==> src/rtl/pgdb_ram.sv <==
// Generic single-write, single-read synchronous RAM with registered read data.
module pgdb_ram #(
    parameter int WIDTH = 8,
    parameter int DEPTH = 16
) (
    input  logic                                     i_clk,
    input  logic                                     i_we,
    input  logic [((DEPTH > 1) ? $clog2(DEPTH) : 1)-1:0] i_waddr,
    input  logic [WIDTH-1:0]                         i_wdata,
    input  logic                                     i_re,
    input  logic [((DEPTH > 1) ? $clog2(DEPTH) : 1)-1:0] i_raddr,
    output logic [WIDTH-1:0]                         o_rdata
);

    logic [WIDTH-1:0] r_mem [0:DEPTH-1];
    logic [WIDTH-1:0] r_rdata;

    always_ff @(posedge i_clk) begin
        if (i_we) begin
            r_mem[i_waddr] <= i_wdata;
        end
        if (i_re) begin
            r_rdata <= r_mem[i_raddr];
        end
    end

    assign o_rdata = r_rdata;

endmodule
==> config.mk <==
export PLATFORM = sky130hd
export DESIGN_NAME = pgdb_ram
export DESIGN_NICKNAME = d
export VERILOG_FILES = /design/src/rtl/pgdb_ram.sv
export SDC_FILE = /design/constraint.sdc
export NUM_CORES = 1
export LEC_CHECK = 0
export BUFFER_PORTS_ARGS = -buffer_cell sky130_fd_sc_hd__buf_4
export CAP_MARGIN = 20
export CORE_ASPECT_RATIO = 0.5
export CORE_MARGIN = 1
export CORE_UTILIZATION = 60
export DETAILED_ROUTE_END_ITERATION = 10
export MAX_ROUTING_LAYER = met4
export PLACE_DENSITY = 0.8
export SLEW_MARGIN = 20
export SYNTH_ARGS = -nofsm -noshare
export SYNTH_HDL_FRONTEND = slang
export SYNTH_SLANG_ARGS = --single-unit
==> constraint.sdc <==
create_clock -name i_clk -period 4.49 [get_ports i_clk]
set_input_delay 0.898 -clock i_clk [delete_from_list [all_inputs] [get_ports i_clk]]
set_output_delay 0.898 -clock i_clk [all_outputs]
set_load 0.05 [all_outputs]
* Word level (Yosys, flattened, before mapping)
Memories as Yosys holds them, arrays and structs flattened. A register that Yosys moved wholly into a read port is not among the register bits. Index checks and enable logic that the tools add are counted.
Storage, ports and cells: memories kept 1, bits in writable memories 128, register bits 0, word-level logic and storage cells 3, input port bits 19, output and inout port bits 8
Memories:
- r_mem | words 16, width 8, rd ports 1, clocked after memory_dff 1, wr ports 1, RTL line 15 | logic [WIDTH-1:0] r_mem [0:DEPTH-1];
Operators by class: multiplexer cells 2
Operators by type and width (number):
- two-way mux 1 bit | 2

* Longest topological paths before layout
depth in word-level cells 2, depth in mapped cells 5, mapped depth without buffers 3

* Worst setup path after synthesis
No wires, ideal clock.
path kind in2reg, from in i_waddr[2] (netlist bit), to mem r_mem[0][0], enable pin, library setup time 0.383 ns, stages on the path 2, slack 2.099 ns, buffers on the path 0, arrival 2.008 ns, data required time 4.107 ns, cell sequence or3b_2 > nor3_1
RTL lines:
- from (decl) | RTL line 8 | input logic [((DEPTH > 1) ? $clog2(DEPTH) : 1)-1:0] i_waddr,
- to (decl) | RTL line 15
Straight into the memory's write port.

==> results.toml <==
[layout]
antennaDiodeCount = 0
regArea_sq_mm = 0.00408
areaGrowthSynthToFinish_pct = 14.9
drive_gt1_share_pct = 24.8
final_area_sq_mm = 0.00601
fillers = 445
multi_input_area_sq_mm = 0.00106
nNetsFinal = 286

[setup_path]
start_kind = "primary input"
crit_family = "multiplexers"
critPathMaxStageDelay_ns = 0.66
crit_fanout = 32
critPathBufInv = 1
cp_slowest_cell = "mux4_1"
crit_path_end_kind = "flip-flop"
cp.arrival_ns = 2.51
crit_chain = "buf_4 -> mux4_1 -> a22oi_1 -> nand2_1"
critPathKind = "in -> reg"
required_ns = 4.64

[min_path]
min_path_type = "reg -> reg"

[floorplanning]
fp-row-count = 23
dieHeight_um = 68
die_w_um = 134
initial_core_util_pct = 63.5
io_pins = 27
core_sq_mm = 0.00823
dieArea_sq_mm = 0.00911

[route]
drc = 0
wl_um = 10900
top_layer_used = "met4"
drt_pre_antenna_iters = 4
dr_wl_met2_um = 5080
met3_length_um = 1010
via_per_inst = 6.72
wl_met1_um = 4520
vias = 2620
drt_first_iter_violations = 307
routedWlPerCell_um = 27.9
ant_nets = 0

[placed_design]
gp_congestion = 0.718
hpwl_um = 6370
port_buffers = 26
place_ws_ns = 1.64
placed_area_sq_mm = 0.00550

[timing]
tns_ns = 0
finalSetupViolations = 0
fmax_mhz = 424
slew_headroom_pct = 32.8
tightest_slew_ns = 1.00
layout_setup_ws_ns = 2.13
drv_slew = 0
fin_crit_ns = 2.36
finalClockSkew_ns = 0.00771
hold_viol = 0
rsz0062_at_grt = "no"
finalCritPeriodShare_pct = 52.5

[synth]
synth_top_area_share_pct = 78.1
synthesis.nets = 248
synth_common_cells = "edfxtp_1, mux4_2, a22oi_1"
yosysSeqAreaShare_pct = 78.1
synth_area_leaders = "edfxtp_1, mux4_2, mux4_1"
synth.cell_area_sq_mm = 0.00523
ys_warn_count = 0
synth_top_area_cell = "edfxtp_1"
synth_edf_count = 136
synth_cell_types = 18
synth-seq-cells = 136
synth_top_flop_cell = "edfxtp_1"
syn_inst = 229
avgSynthCellArea_sq_um = 22.8
yosysMostFrequentCell = "edfxtp_1"
synthArstFlopShare_pct = 0

[global_route]
grt_pass1_wl_um = 16000
grt_max_degree = 33
grt_pass1_vias = 2549
grt_overflow = 0
grt_usage_pct = 27.9
antenna_found_initial = 0

[clocking]
cts_num_sinks = 136
cts.clk_slew.worst_paths_ns = 0.05
htreeDepth = 4
root_buffer = "clkbuf_16"
postCtsSetupBuffers = 0
clockBufferDepth = 2
numCtsBuffers = 17
ctsResizeCount = 0
cts_hold_buffers = 0
cts_tree = "done"
clkLatencyLatePin_ns = 0.41

[status]
status = "finished clean"

[power]
p_leak_nw = 1.99
total_power_w = 0.00280
vdd_drop_max_mv = 0.300
p_per_area_mw_per_mm2 = 467

[flow_run]
max-cap-violations = 0
-- cell families after synthesis --
| family | after synthesis | share of synthesized area, % |
|---|---|---|
| DFF | 136 | 78.1 |
| muxes | 32 | 14.8 |
| and+or+nand+nor | 35 | 3.14 |
| AOI/OAI and AO/OA | 16 | 2.30 |
| buffers and inverters | 10 | 1.65 |
-- per-stage QoR --
| stage | utilization (%) | hold WS (ns) | instances |
|---|---|---|---|
| after detailed placement | 66.8 | 0.745 | 360 |
| after floorplan | - | 0.705 | 229 |
| after global placement | 66.8 | 0.731 | 360 |
| final | 73.0 | 0.769 | 390 |
| after CTS | 72.9 | 0.773 | 390 |
| after global routing | 73.0 | 0.791 | 390 |
-- path summary, 6_finish.rpt --
check | startpoint | to | slack, ns | cells past startpoint
hold reg to reg | r_mem[15][0]$_DFFE_PP_ | o_rdata[0]$_DFFE_PP_ | 0.77 | 3
setup reg to reg | r_mem[1][2]$_DFFE_PP_ | o_rdata[2]$_DFFE_PP_ | 2.85 | 3
setup / recovery | i_raddr[0] | o_rdata[2]$_DFFE_PP_ | 2.13 | 4
hold / removal | r_mem[15][0]$_DFFE_PP_ | o_rdata[0]$_DFFE_PP_ | 0.77 | 3
-- layout make-up --
cell class | instances | share of cell area (%)
clock buffers | 23 | 7.46
clock inverters | 7 | 0.916
multi-input cells | 83 | 17.7
flip-flops and latches | 136 | 68.0
well taps | 112 | 2.33
repair buffers | 29 | 3.62
-- where the power goes --
group / total (W) / internal [W] / switching (W)
Combinational: 0.000157 / 0.0000580 / 0.0000992
Clock: 0.00120 / 0.000743 / 0.000460
Sequential: 0.00144 / 0.00143 / 0.0000105
-- worst reg2reg max path, cell delays in order (launching register included) --
cell and delay [ns]:
edfxtp_1 0.37, mux4_1 0.54, a22oi_1 0.33, nand2_1 0.13
-- per-layer routing --
metal	up-vias	track usage, %
met4	0	12.1
met1	1367	36.6
li1	1058	-
met2	173	40.7
met5	-	-
met3	22	9.33
-- state kept, by name (all words and copies together), names as in the netlist --
name,count
r_mem,128
o_rdata,8
-- layout by cell type (no fill, tap or decap), drive strengths merged --
cell type,instances
nor2,13
nand3,1
edfxtp,136
nand3b,2
clkinv,6
clkbuf,23
nand2,9
and2,1
nand2b,2
or3b,1
mux4,32
and2b,1
a22oi,16
buf,29
nor2b,1
bufinv,1
nor3,4
Power figures use the tool's default switching activity.
